**src/rtl/spq_pkg.sv**
```systemverilog
// Shared constants, codes and types of the sorted priority queue.
package spq_pkg;

    // Default number of entries held
    parameter int SPQ_CAPACITY = 16;

    // Field widths
    parameter int VALUE_W  = 32;
    parameter int STATUS_W = 2;
    parameter int OCC_W    = 5;

    // Operation codes
    typedef enum logic [0:0] {
        FN_INSERT = 1'b0,
        FN_REMOVE = 1'b1
    } t_func;

    // Result status codes
    typedef enum logic [STATUS_W-1:0] {
        ST_OK    = 2'd0,
        ST_DUP   = 2'd1,
        ST_FULL  = 2'd2,
        ST_EMPTY = 2'd3
    } t_status;

    // One operation handed to the entry array
    typedef struct packed {
        logic               en;
        t_func              func;
        logic [VALUE_W-1:0] value;
    } t_op;

    // Outcome of one operation
    typedef struct packed {
        t_status            status;
        logic [VALUE_W-1:0] removed;
    } t_res;

endpackage

```
**src/rtl/spq_if.sv**
```systemverilog
// Request and response channel interfaces of the sorted priority queue.
interface spq_req_if;
    logic                         valid;
    logic                         ready;
    spq_pkg::t_func               func;
    logic [spq_pkg::VALUE_W-1:0]  value;

    modport source (output valid, output func, output value, input ready);
    modport sink   (input valid, input func, input value, output ready);
endinterface

interface spq_rsp_if;
    logic                         valid;
    logic                         ready;
    logic [spq_pkg::VALUE_W-1:0]  removed_value;
    spq_pkg::t_status             status;
    logic [spq_pkg::OCC_W-1:0]    occupancy;

    modport source (output valid, output removed_value, output status, output occupancy,
                    input ready);
    modport sink   (input valid, input removed_value, input status, input occupancy,
                    output ready);
endinterface

```
**src/rtl/spq_sort_array.sv**
```systemverilog
// Sorted register file with parallel compare-and-shift insert and remove.
module spq_sort_array #(
    parameter int  CAPACITY = spq_pkg::SPQ_CAPACITY,
    localparam int CNT_W    = $clog2(CAPACITY + 1)
) (
    input  logic               i_clk,
    input  logic               i_rst_n,
    input  spq_pkg::t_op       i_op,
    output spq_pkg::t_res      o_res,
    output logic [CNT_W-1:0]   o_next_count
);

    logic [spq_pkg::VALUE_W-1:0] r_entry [CAPACITY];
    logic [spq_pkg::VALUE_W-1:0] n_ins   [CAPACITY];
    logic [spq_pkg::VALUE_W-1:0] n_rem   [CAPACITY];
    logic [CNT_W-1:0]            r_count;
    logic [CNT_W-1:0]            n_count;

    logic [CAPACITY-1:0] live;
    logic [CAPACITY-1:0] lt;
    logic [CAPACITY-1:0] eq;
    logic                is_full;
    logic                is_empty;
    logic                is_dup;
    logic                do_ins;
    logic                do_rem;

    // Per-entry comparators against the incoming value
    always_comb begin
        for (int i = 0; i < CAPACITY; i++) begin
            live[i] = CNT_W'(i) < r_count;
            lt[i]   = live[i] && ($signed(r_entry[i]) < $signed(i_op.value));
            eq[i]   = live[i] && (r_entry[i] == i_op.value);
        end
    end

    assign is_full  = r_count == CNT_W'(CAPACITY);
    assign is_empty = r_count == '0;
    assign is_dup   = |eq;
    assign do_ins   = i_op.en && i_op.func == spq_pkg::FN_INSERT && !is_dup && !is_full;
    assign do_rem   = i_op.en && i_op.func == spq_pkg::FN_REMOVE && !is_empty;

    // Next value of each entry for insert (open a slot) and remove (shift down)
    for (genvar g = 0; g < CAPACITY; g++) begin : g_cell
        if (g == 0) begin : g_first
            assign n_ins[g] = lt[g] ? r_entry[g] : i_op.value;
        end else begin : g_rest
            assign n_ins[g] = lt[g]     ? r_entry[g]   :
                              lt[g - 1] ? i_op.value   : r_entry[g - 1];
        end
        if (g == CAPACITY - 1) begin : g_last
            assign n_rem[g] = r_entry[g];
        end else begin : g_inner
            assign n_rem[g] = r_entry[g + 1];
        end
    end

    // Status, removed value and count after the operation
    always_comb begin
        n_count       = r_count;
        o_res.removed = '0;
        if (i_op.func == spq_pkg::FN_REMOVE) begin
            priority if (is_empty) begin
                o_res.status = spq_pkg::ST_EMPTY;
            end else begin
                o_res.status  = spq_pkg::ST_OK;
                o_res.removed = r_entry[0];
                n_count       = r_count - 1'b1;
            end
        end else begin
            priority if (is_dup) begin
                o_res.status = spq_pkg::ST_DUP;
            end else if (is_full) begin
                o_res.status = spq_pkg::ST_FULL;
            end else begin
                o_res.status = spq_pkg::ST_OK;
                n_count      = r_count + 1'b1;
            end
        end
    end

    assign o_next_count = n_count;

    // Entry storage, no reset
    always_ff @(posedge i_clk) begin
        for (int i = 0; i < CAPACITY; i++) begin
            if (do_ins) begin
                r_entry[i] <= n_ins[i];
            end else if (do_rem) begin
                r_entry[i] <= n_rem[i];
            end
        end
    end

    // Fill count
    always_ff @(posedge i_clk) begin
        if (!i_rst_n) begin
            r_count <= '0;
        end else if (i_op.en) begin
            r_count <= n_count;
        end
    end

`ifndef SYNTHESIS
    a_count_bound: assert property (@(posedge i_clk) disable iff (!i_rst_n)
        r_count <= CNT_W'(CAPACITY))
        else $error("fill count above capacity");

    a_remove_dec: assert property (@(posedge i_clk) disable iff (!i_rst_n)
        (i_rst_n && i_op.en && i_op.func == spq_pkg::FN_REMOVE && !is_empty)
        |=> r_count == $past(r_count) - 1'b1)
        else $error("remove did not drop the count by one");

    a_insert_inc: assert property (@(posedge i_clk) disable iff (!i_rst_n)
        (i_rst_n && do_ins) |=> r_count == $past(r_count) + 1'b1)
        else $error("insert did not raise the count by one");

    a_head_sorted: assert property (@(posedge i_clk) disable iff (!i_rst_n)
        (r_count >= CNT_W'(2)) |-> $signed(r_entry[0]) < $signed(r_entry[1]))
        else $error("head entries out of order");
`endif

endmodule

```
**src/rtl/sorted_priority_queue.sv**
```systemverilog
// Top level of the sorted minimum-first priority queue.
//
//  channel | dir | payload                              | handshake
//  i_req   | in  | func, value                          | valid/ready
//  o_rsp   | out | removed_value, status, occupancy     | valid/ready
//
// One transaction per cycle sustained while o_rsp.ready stays high; each result passes
// the input register, then compare-and-shift over all entries into the result register.
// Reset clears the fill count and both valid flags; entries need no clearing pass.
// A stalled result holds in the output register while one more request waits in
// the input register; ready drops only when both are full.
module sorted_priority_queue #(
    parameter int  CAPACITY = spq_pkg::SPQ_CAPACITY,
    localparam int CNT_W    = $clog2(CAPACITY + 1)
) (
    input  logic       i_clk,
    input  logic       i_rst_n,
    spq_req_if.sink    i_req,
    spq_rsp_if.source  o_rsp
);

    logic                        r_in_valid;
    spq_pkg::t_func              r_func;
    logic [spq_pkg::VALUE_W-1:0] r_value;

    logic                        r_out_valid;
    spq_pkg::t_res               r_res;
    logic [spq_pkg::OCC_W-1:0]   r_occ;

    logic                        out_load;
    logic                        advance;
    spq_pkg::t_op                op;
    spq_pkg::t_res               res;
    logic [CNT_W-1:0]            next_count;

    // Handshake: the result register frees when empty or being taken
    assign out_load    = !r_out_valid || o_rsp.ready;
    assign advance     = r_in_valid && out_load;
    assign i_req.ready = !r_in_valid || out_load;

    assign op.en    = advance;
    assign op.func  = r_func;
    assign op.value = r_value;

    spq_sort_array #(
        .CAPACITY (CAPACITY)
    ) u_array (
        .i_clk        (i_clk),
        .i_rst_n      (i_rst_n),
        .i_op         (op),
        .o_res        (res),
        .o_next_count (next_count)
    );

    // Input register
    always_ff @(posedge i_clk) begin
        if (!i_rst_n) begin
            r_in_valid <= 1'b0;
        end else if (i_req.valid && i_req.ready) begin
            r_in_valid <= 1'b1;
            r_func     <= i_req.func;
            r_value    <= i_req.value;
        end else if (advance) begin
            r_in_valid <= 1'b0;
        end
    end

    // Result register
    always_ff @(posedge i_clk) begin
        if (!i_rst_n) begin
            r_out_valid <= 1'b0;
        end else if (advance) begin
            r_out_valid <= 1'b1;
            r_res       <= res;
            r_occ       <= spq_pkg::OCC_W'(next_count);
        end else if (o_rsp.ready) begin
            r_out_valid <= 1'b0;
        end
    end

    assign o_rsp.valid         = r_out_valid;
    assign o_rsp.removed_value = r_res.removed;
    assign o_rsp.status        = r_res.status;
    assign o_rsp.occupancy     = r_occ;

endmodule

```
**src/flat_wrapper.sv**
```systemverilog
// flat-port wrapper written by rule: the top's interface ports become plain ports
module sorted_priority_queue_flat 
#(
    parameter int  CAPACITY = spq_pkg::SPQ_CAPACITY,
    localparam int CNT_W    = $clog2(CAPACITY + 1)
)
  (i_clk, i_rst_n, i_req_valid, i_req_func, i_req_value, i_req_ready, o_rsp_valid, o_rsp_removed_value, o_rsp_status, o_rsp_occupancy, o_rsp_ready);
  spq_req_if i_req_i ();
  spq_rsp_if o_rsp_i ();
  input  logic i_clk;
  input  logic i_rst_n;
  input wire logic [$bits(i_req_i.valid)-1:0] i_req_valid;
  input wire logic [$bits(i_req_i.func)-1:0] i_req_func;
  input wire logic [$bits(i_req_i.value)-1:0] i_req_value;
  output wire logic [$bits(i_req_i.ready)-1:0] i_req_ready;
  output wire logic [$bits(o_rsp_i.valid)-1:0] o_rsp_valid;
  output wire logic [$bits(o_rsp_i.removed_value)-1:0] o_rsp_removed_value;
  output wire logic [$bits(o_rsp_i.status)-1:0] o_rsp_status;
  output wire logic [$bits(o_rsp_i.occupancy)-1:0] o_rsp_occupancy;
  input wire logic [$bits(o_rsp_i.ready)-1:0] o_rsp_ready;
  assign i_req_i.valid = i_req_valid;
  assign i_req_i.func = i_req_func;
  assign i_req_i.value = i_req_value;
  assign i_req_ready = i_req_i.ready;
  assign o_rsp_valid = o_rsp_i.valid;
  assign o_rsp_removed_value = o_rsp_i.removed_value;
  assign o_rsp_status = o_rsp_i.status;
  assign o_rsp_occupancy = o_rsp_i.occupancy;
  assign o_rsp_i.ready = o_rsp_ready;
  sorted_priority_queue #(.CAPACITY(CAPACITY)) u_core (.i_clk(i_clk), .i_rst_n(i_rst_n), .i_req(i_req_i), .o_rsp(o_rsp_i));
endmodule
```
**config.mk**
```make
export PLATFORM = sky130hd
export DESIGN_NAME = sorted_priority_queue_flat
export DESIGN_NICKNAME = d
export VERILOG_FILES = /design/src/rtl/spq_pkg.sv /design/src/rtl/spq_if.sv /design/src/rtl/spq_sort_array.sv /design/src/rtl/sorted_priority_queue.sv /design/src/flat_wrapper.sv
export SDC_FILE = /design/constraint.sdc
export NUM_CORES = 2
export LEC_CHECK = 0
export BUFFER_PORTS_ARGS = -buffer_cell sky130_fd_sc_hd__buf_4
export CAP_MARGIN = 20
export CORE_AREA = 2 2 276 332
export DETAILED_ROUTE_END_ITERATION = 8
export DIE_AREA = 0 0 278 334
export PLACE_DENSITY = 0.7
export SETUP_SLACK_MARGIN = 0.4
export SYNTH_ARGS = -nofsm -noshare
export SYNTH_HDL_FRONTEND = slang
export SYNTH_SLANG_ARGS = --single-unit
```
**constraint.sdc**
```tcl
create_clock -name i_clk -period 6.56 [get_ports i_clk]
set_clock_uncertainty 0.15 [all_clocks]
set_input_delay 0.984 -clock i_clk [delete_from_list [all_inputs] [get_ports i_clk]]
set_output_delay 0.984 -clock i_clk [all_outputs]
set_load 0.02 [all_outputs]
```
-- Yosys cells after proc, flatten, opt, wreduce, memory -nomap -nowiden
Memories as Yosys holds them, arrays and structs flattened.
Index checks and enable logic that the tools add are counted.
- magnitude comparators: 32
- mux-type cells: 64
- equality and inequality tests: 17
- bitwise gates (word level): 17
- $add $sub $neg: 2
- reduce and logical (&&, ||, !) cells: 53
- operators with widths (operator ; number):
    32-bit two-way mux ; 47
    32-bit equality test ; 16
    32-bit < comparator ; 16
    4-bit by 5-bit < comparator with 1-bit output (first input constant) ; 8
    1-bit logical AND ; 39
    3-bit by 5-bit < comparator with 1-bit output (first input constant) ; 4
    5-bit two-way mux ; 4
    1-bit OR ; 16
    16-bit OR reduction ; 1
    1-bit by 5-bit < comparator with 1-bit output (first input constant) ; 2
    2-bit by 5-bit < comparator with 1-bit output (first input constant) ; 2
    1-bit two-way mux ; 9
    2-bit two-way mux ; 4
    5-bit by 1-bit adder with 5-bit output (second input constant) ; 1
    5-bit equality test (second input constant) ; 1
    1-bit zero test ; 5
    5-bit zero test ; 1
    5-bit by 1-bit subtractor with 5-bit output (second input constant) ; 1
    2-bit AND reduction ; 2
    2-bit nonzero test ; 2
    1-bit logical OR ; 2
    2-bit OR reduction ; 1
    1-bit inverter ; 1
- RAM bits: 512
- output and inout port bits: 41
- register bits: 79
- logic and storage cells: 194
- input bits: 37
- memories kept: 1
- memories (name ; words ; bits a word ; rd ports ; clocked after Yosys merged registers in ; write ports ; RTL line ; source):
    u_core.u_array.r_entry ; 16 ; 32 ; 16 ; 0 ; 16 ; spq_sort_array.sv:13 ; logic [spq_pkg::VALUE_W-1:0] r_entry [CAPACITY];

-- Depth between registers and ports, before layout
- word-level depth: 9
- gate-level depth with buffers: 14
- depth with buffers taken out: 10

-- By module
From an unflattened synthesis, not the netlist that was laid out.
- cells, all modules: 3841
- area, all modules: 40131.0 um^2
- by module, submodules not included (module ; times used ; cells each ; area an instance (um^2) ; sequential area each (um^2)):
    spq_sort_array ; 1 ; 3758 ; 37867.6 ; 15474.8
    sorted_priority_queue ; 1 ; 83 ; 2263.4 ; 2202.1

-- Worst setup path before layout
No wires, ideal clock.
- kind: flip-flop to flip-flop
- start point: register u_core.r_value[15] in the netlist's numbering
- end point: memory u_core.u_array.r_entry[1][128] in the netlist's numbering (enable)
- stages on the path, launching flop included: 14
- arrival time: 5.192 ns
- setup slack: 0.752 ns
- period minus slack after synthesis: 5.808 ns
- required time: 5.944 ns
- cell sequence: edfxtp_1 clkbuf_1 inv_1 ha_1 nand4_1 or4_1 a21o_1 nand3_1 a211oi_1 o2bb2ai_1 buf_2 buf_2 inv_1 o21ai_0
- RTL lines (element ; RTL line ; source):
    start, declared ; sorted_priority_queue.sv:24 ; logic [spq_pkg::VALUE_W-1:0] r_value;
    start signal, assigned ; sorted_priority_queue.sv:62 ; r_value <= i_req.value;
    end, declared ; spq_sort_array.sv:13 ;

==> flow_metrics.py <==
metrics = {
    "timing": {
        "endpoints_failing_setup": 0,
        "final.period_utilization_pct": 80.63,
        "setup_tns_ps": 0,
        "worst_slew_margin_pct": 24.87,
        "hold_viol_final": 0,
        "rsz0062_at_grt": "false",
        "slew_viol_final": 0,
        "worst_slew_pin_slew_ps": 1127,
        "fmax_ghz": 0.1891,
        "min_period_ps": 5290,
    },
    "critical_path": {
        "worstSetupStartpointType": "flop",
        "cp_common_cell": "buf_4",
        "end_kind": "flop",
        "worstPathMaxFanout": 17,
        "setup.worst_path.class": "flop to flop",
        "worstPathRequired_ps": 6720,
        "reg2reg_depth": 12,
        "critPathSlowestCell": "edfxtp_1",
        "worstPathCellList": "inv_1, buf_4, ha_1, nand4_1, nor3_1, nand4_1, o2111ai_1, nor4_4, nand2_1, buf_4, o21ai_4, buf_4",
        "crit_path_start": "u_core.r_value[13]$_DFFE_PP_",
        "r2r_start": "u_core.r_value[13]$_DFFE_PP_",
        "r2r_setup_slk_ps": 1270,
        "timing.critical_path.arrival_ps": 5450,
        "worst_path_largest_cell_delay_ps": 790,
        "regToRegEndpoint": "u_core.u_array.r_entry[0][147]$_DFFE_PP_",
    },
    "synth": {
        "number_of_flops_mapped_to_enable_cells_by_yosys": 584,
        "synth_cell_types": 80,
        "synth_area_per_cell_um2": 10.29,
        "post_synth_main_area_contributors": "edfxtp_1 44%, ha_1 16%, mux2i_1 9.0%",
        "postSynthCellCount": 3887,
        "synth_flop_cell": "edfxtp_1",
        "share_of_async_settable_or_async_resettable_flops_after_synthesis_pct": 0,
        "synth-seq-cells": 591,
        "postSynthNetCount": 4440,
        "synth_sequential_area_ratio_pct": 44.18,
        "syn-cell-area_um2": 40010,
        "synth.yosys.warnings": 0,
        "synth_top_cell_area_share_pct": 43.83,
        "netlist.top_cell.by_area": "edfxtp_1",
    },
    "detailed_routing": {
        "pre_repair_dr_iteration_count": 6,
        "dr_total_vias": 31890,
        "routed_wirelength_mm": 124.4,
        "route.detailed.vias_per_inst": 6.239,
        "drt_drc_violations_left": 0,
        "initialDrtViolationCount": 3288,
        "ant_nets": 0,
        "wire_per_inst_um": 24.34,
    },
    "floorplanning": {
        "row_count": 121,
        "floorplan.initialDensity_pct": 44.41,
        "die_area_um2": 92850,
        "floorplan.io_pins": 78,
        "die_h_um": 334,
        "die_width_um": 278,
        "fp.coreArea_um2": 90080,
    },
    "placed_design": {
        "placed_cell_area_um2": 42080,
        "place.detailed.hpwl_mm": 93.01,
        "gp_congestion": 0.9234,
        "count_of_port_buffers_added_during_placement": 77,
        "dp_cells": 4989,
    },
    "clock_tree": {
        "root_buffer": "clkbuf_16",
        "cts_tree": "yes",
        "post_cts_hold_buffer_count": 0,
        "htreeDepth": 3,
        "cts_buffer_depth": 3,
        "post_cts_resized": 0,
        "cts.sinks": 591,
        "clkSlewWorstSetupHoldPaths_ps": 60,
        "post_cts_buffers": 0,
        "cts-buffers-inserted": 67,
        "clock_insertion_delay_at_the_later_pin_of_the_skew_report_ps": 640,
    },
    "power_and_ir_drop": {
        "powerDensity_nw_per_um2": 223.6,
        "peakVddDrop_mv": 0.1451,
        "report.power.total_mw": 9.924,
        "power_leakage_nw": 17.41,
    },
    "global_routing": {
        "globalRouteMet3Util_pct": 2.787,
        "groute.layer.met2.usage_pct": 45.43,
        "globalRouteOverflowTotal": 0,
        "global_route.usage.total_pct": 26.32,
        "via_count_of_the_first_global_routing_pass": 32050,
        "met1_usage_pct": 30.93,
        "first_pass_grt_wire_length_mm": 188.7,
        "grt_start_max_net_pins": 248,
        "antenna_found_initial": 1,
        "grt_busiest_layer": "met2",
    },
    "flow_run": {
        "cap_violations": 0,
    },
    "worst_hold_path": {
        "hold_end": "u_core.o_rsp.valid$_SDFFE_PN0P_",
        "holdCritPathClass": "flop to flop",
        "hold_depth": 1,
        "hold_start": "u_core.r_in_valid$_SDFFE_PN0P_",
    },
    "final_layout": {
        "area_growth_pct": 10.94,
        "filler_cell_count": 8159,
        "antenna-diode-count": 0,
        "finalInstanceArea_um2": 44380,
        "nNetsFinal": 4449,
        "top_library_cells_by_usage_in_the_layout_fill_and_taps_aside": "584 x edfxtp_1, 560 x nand2_1, 516 x ha_1",
        "drive_above_1_share_pct": 8.065,
        "register_area_um2": 17680,
        "multiInputGateArea_um2": 21410,
        "final-instance-count-excl-fill": 5111,
        "layout.cells.most_common": "edfxtp_1",
    },
    "outcome": {
        "status": "finished, final reports clean",
    },
}
[cell type report]
cell class	instances	share of cell area, %
Tap cell	1168	3.293
Inverter	71	0.6005
Multi-Input combinational cell	3002	48.25
Timing Repair Buffer	163	3.214
Clock inverter	28	0.5779
Sequential cell	591	39.83
Clock buffer	88	4.243
[worst max path at each step]
stage / end / slack (ps) / cells after the start
after detailed placement: u_core.u_array.r_entry[0][230]$_DFFE_PP_ / 1290 / 11
final: u_core.u_array.r_entry[0][147]$_DFFE_PP_ / 1270 / 12
after global routing: u_core.u_array.r_entry[1][108]$_DFFE_PP_ / 1260 / 10
after global placement: u_core.u_array.r_entry[1][153]$_DFFE_PP_ / 1330 / 11
after CTS: u_core.u_array.r_entry[0][250]$_DFFE_PP_ / 1270 / 11
after floorplan: u_core.u_array.r_entry[1][128]$_DFFE_PP_ / 750 / 13
[worst max-delay path, delay by kind of cell, from the launching register on]
family | cells | cell delay (ps)
AO/OA/AOI/OAI | 2 | 750
adder cells (fa/ha/maj) | 1 | 320
AND/OR/NAND/NOR | 5 | 1410
buffers and inverters | 4 | 1510
flip-flops | 1 | 790
[metrics by stage]
| step | hold WS [ps] | setup WS, ps | util, % |
|---|---|---|---|
| 6_report | 364.0 | 1270 | 49.27 |
| 5_1_grt | 369.2 | 1262 | 49.27 |
| 4_1_cts | 346.0 | 1270 | 49.09 |
| 3_5_place_dp | 354.1 | 1291 | 46.71 |
| 3_3_place_gp | 346.1 | 1335 | 46.67 |
| 2_1_floorplan | 326.8 | 752.3 | - |
[synth_stat cells (6+ instances only)]
| cell type | n |
|---|---|
| buf_4 | 6 |
| edfxtp_1 | 584 |
| nor2_1 | 192 |
| and3_1 | 8 |
| o21ai_1 | 44 |
| a221o_1 | 22 |
| o21ba_2 | 9 |
| and2_1 | 38 |
| clkbuf_1 | 165 |
| nand2_1 | 561 |
| and4_1 | 8 |
| nand4_1 | 116 |
| a31oi_1 | 18 |
| nor4_1 | 12 |
| ha_1 | 516 |
| a2111oi_0 | 6 |
| nor2b_1 | 25 |
| a2bb2oi_1 | 15 |
| o21ai_0 | 311 |
| o211ai_1 | 94 |
| nand3_1 | 128 |
| o21a_1 | 13 |
| nor3_1 | 21 |
| a21oi_1 | 319 |
| dfxtp_1 | 7 |
| buf_1 | 9 |
| a21o_1 | 48 |
| nand2b_1 | 11 |
| a211oi_1 | 17 |
| mux2i_1 | 358 |
| buf_2 | 41 |
| inv_1 | 69 |
[routing by layer]
metal / wire, um / share of wire (%)
met5: 16 / 0.013
met4: 8696 / 7.0
met3: 6347 / 5.1
met2: 61370 / 49
met1: 47990 / 39
[power by group]
part,switching [mW],internal (mW)
clock network,1.62,2.21
registers,0.193,4.43
logic,0.908,0.564
total,2.72,7.20
[kinds of logic after synthesis]
kind of cell	synth area share [%]
AND/OR/NAND/NOR	13.02
AO/OA/AOI/OAI	14.50
flip-flops	44.18
adder cells (fa/ha/maj)	16.14
multiplexers	9.097
buffers and inverters	2.980
XOR/XNOR	0.08758
[flip-flops by register name (all words and copies together) (netlist names)]
signal                      flops
u_core.o_rsp.valid              1
u_core.u_array.r_entry        512
u_core.o_rsp.status             2
u_core.o_rsp.removed_value     32
u_core.o_rsp.occupancy          5
u_core.u_array.r_count          5
u_core.r_func                   1
u_core.r_in_valid               1
u_core.r_value                 32
Note: power is estimated with default switching activity, not from simulation.
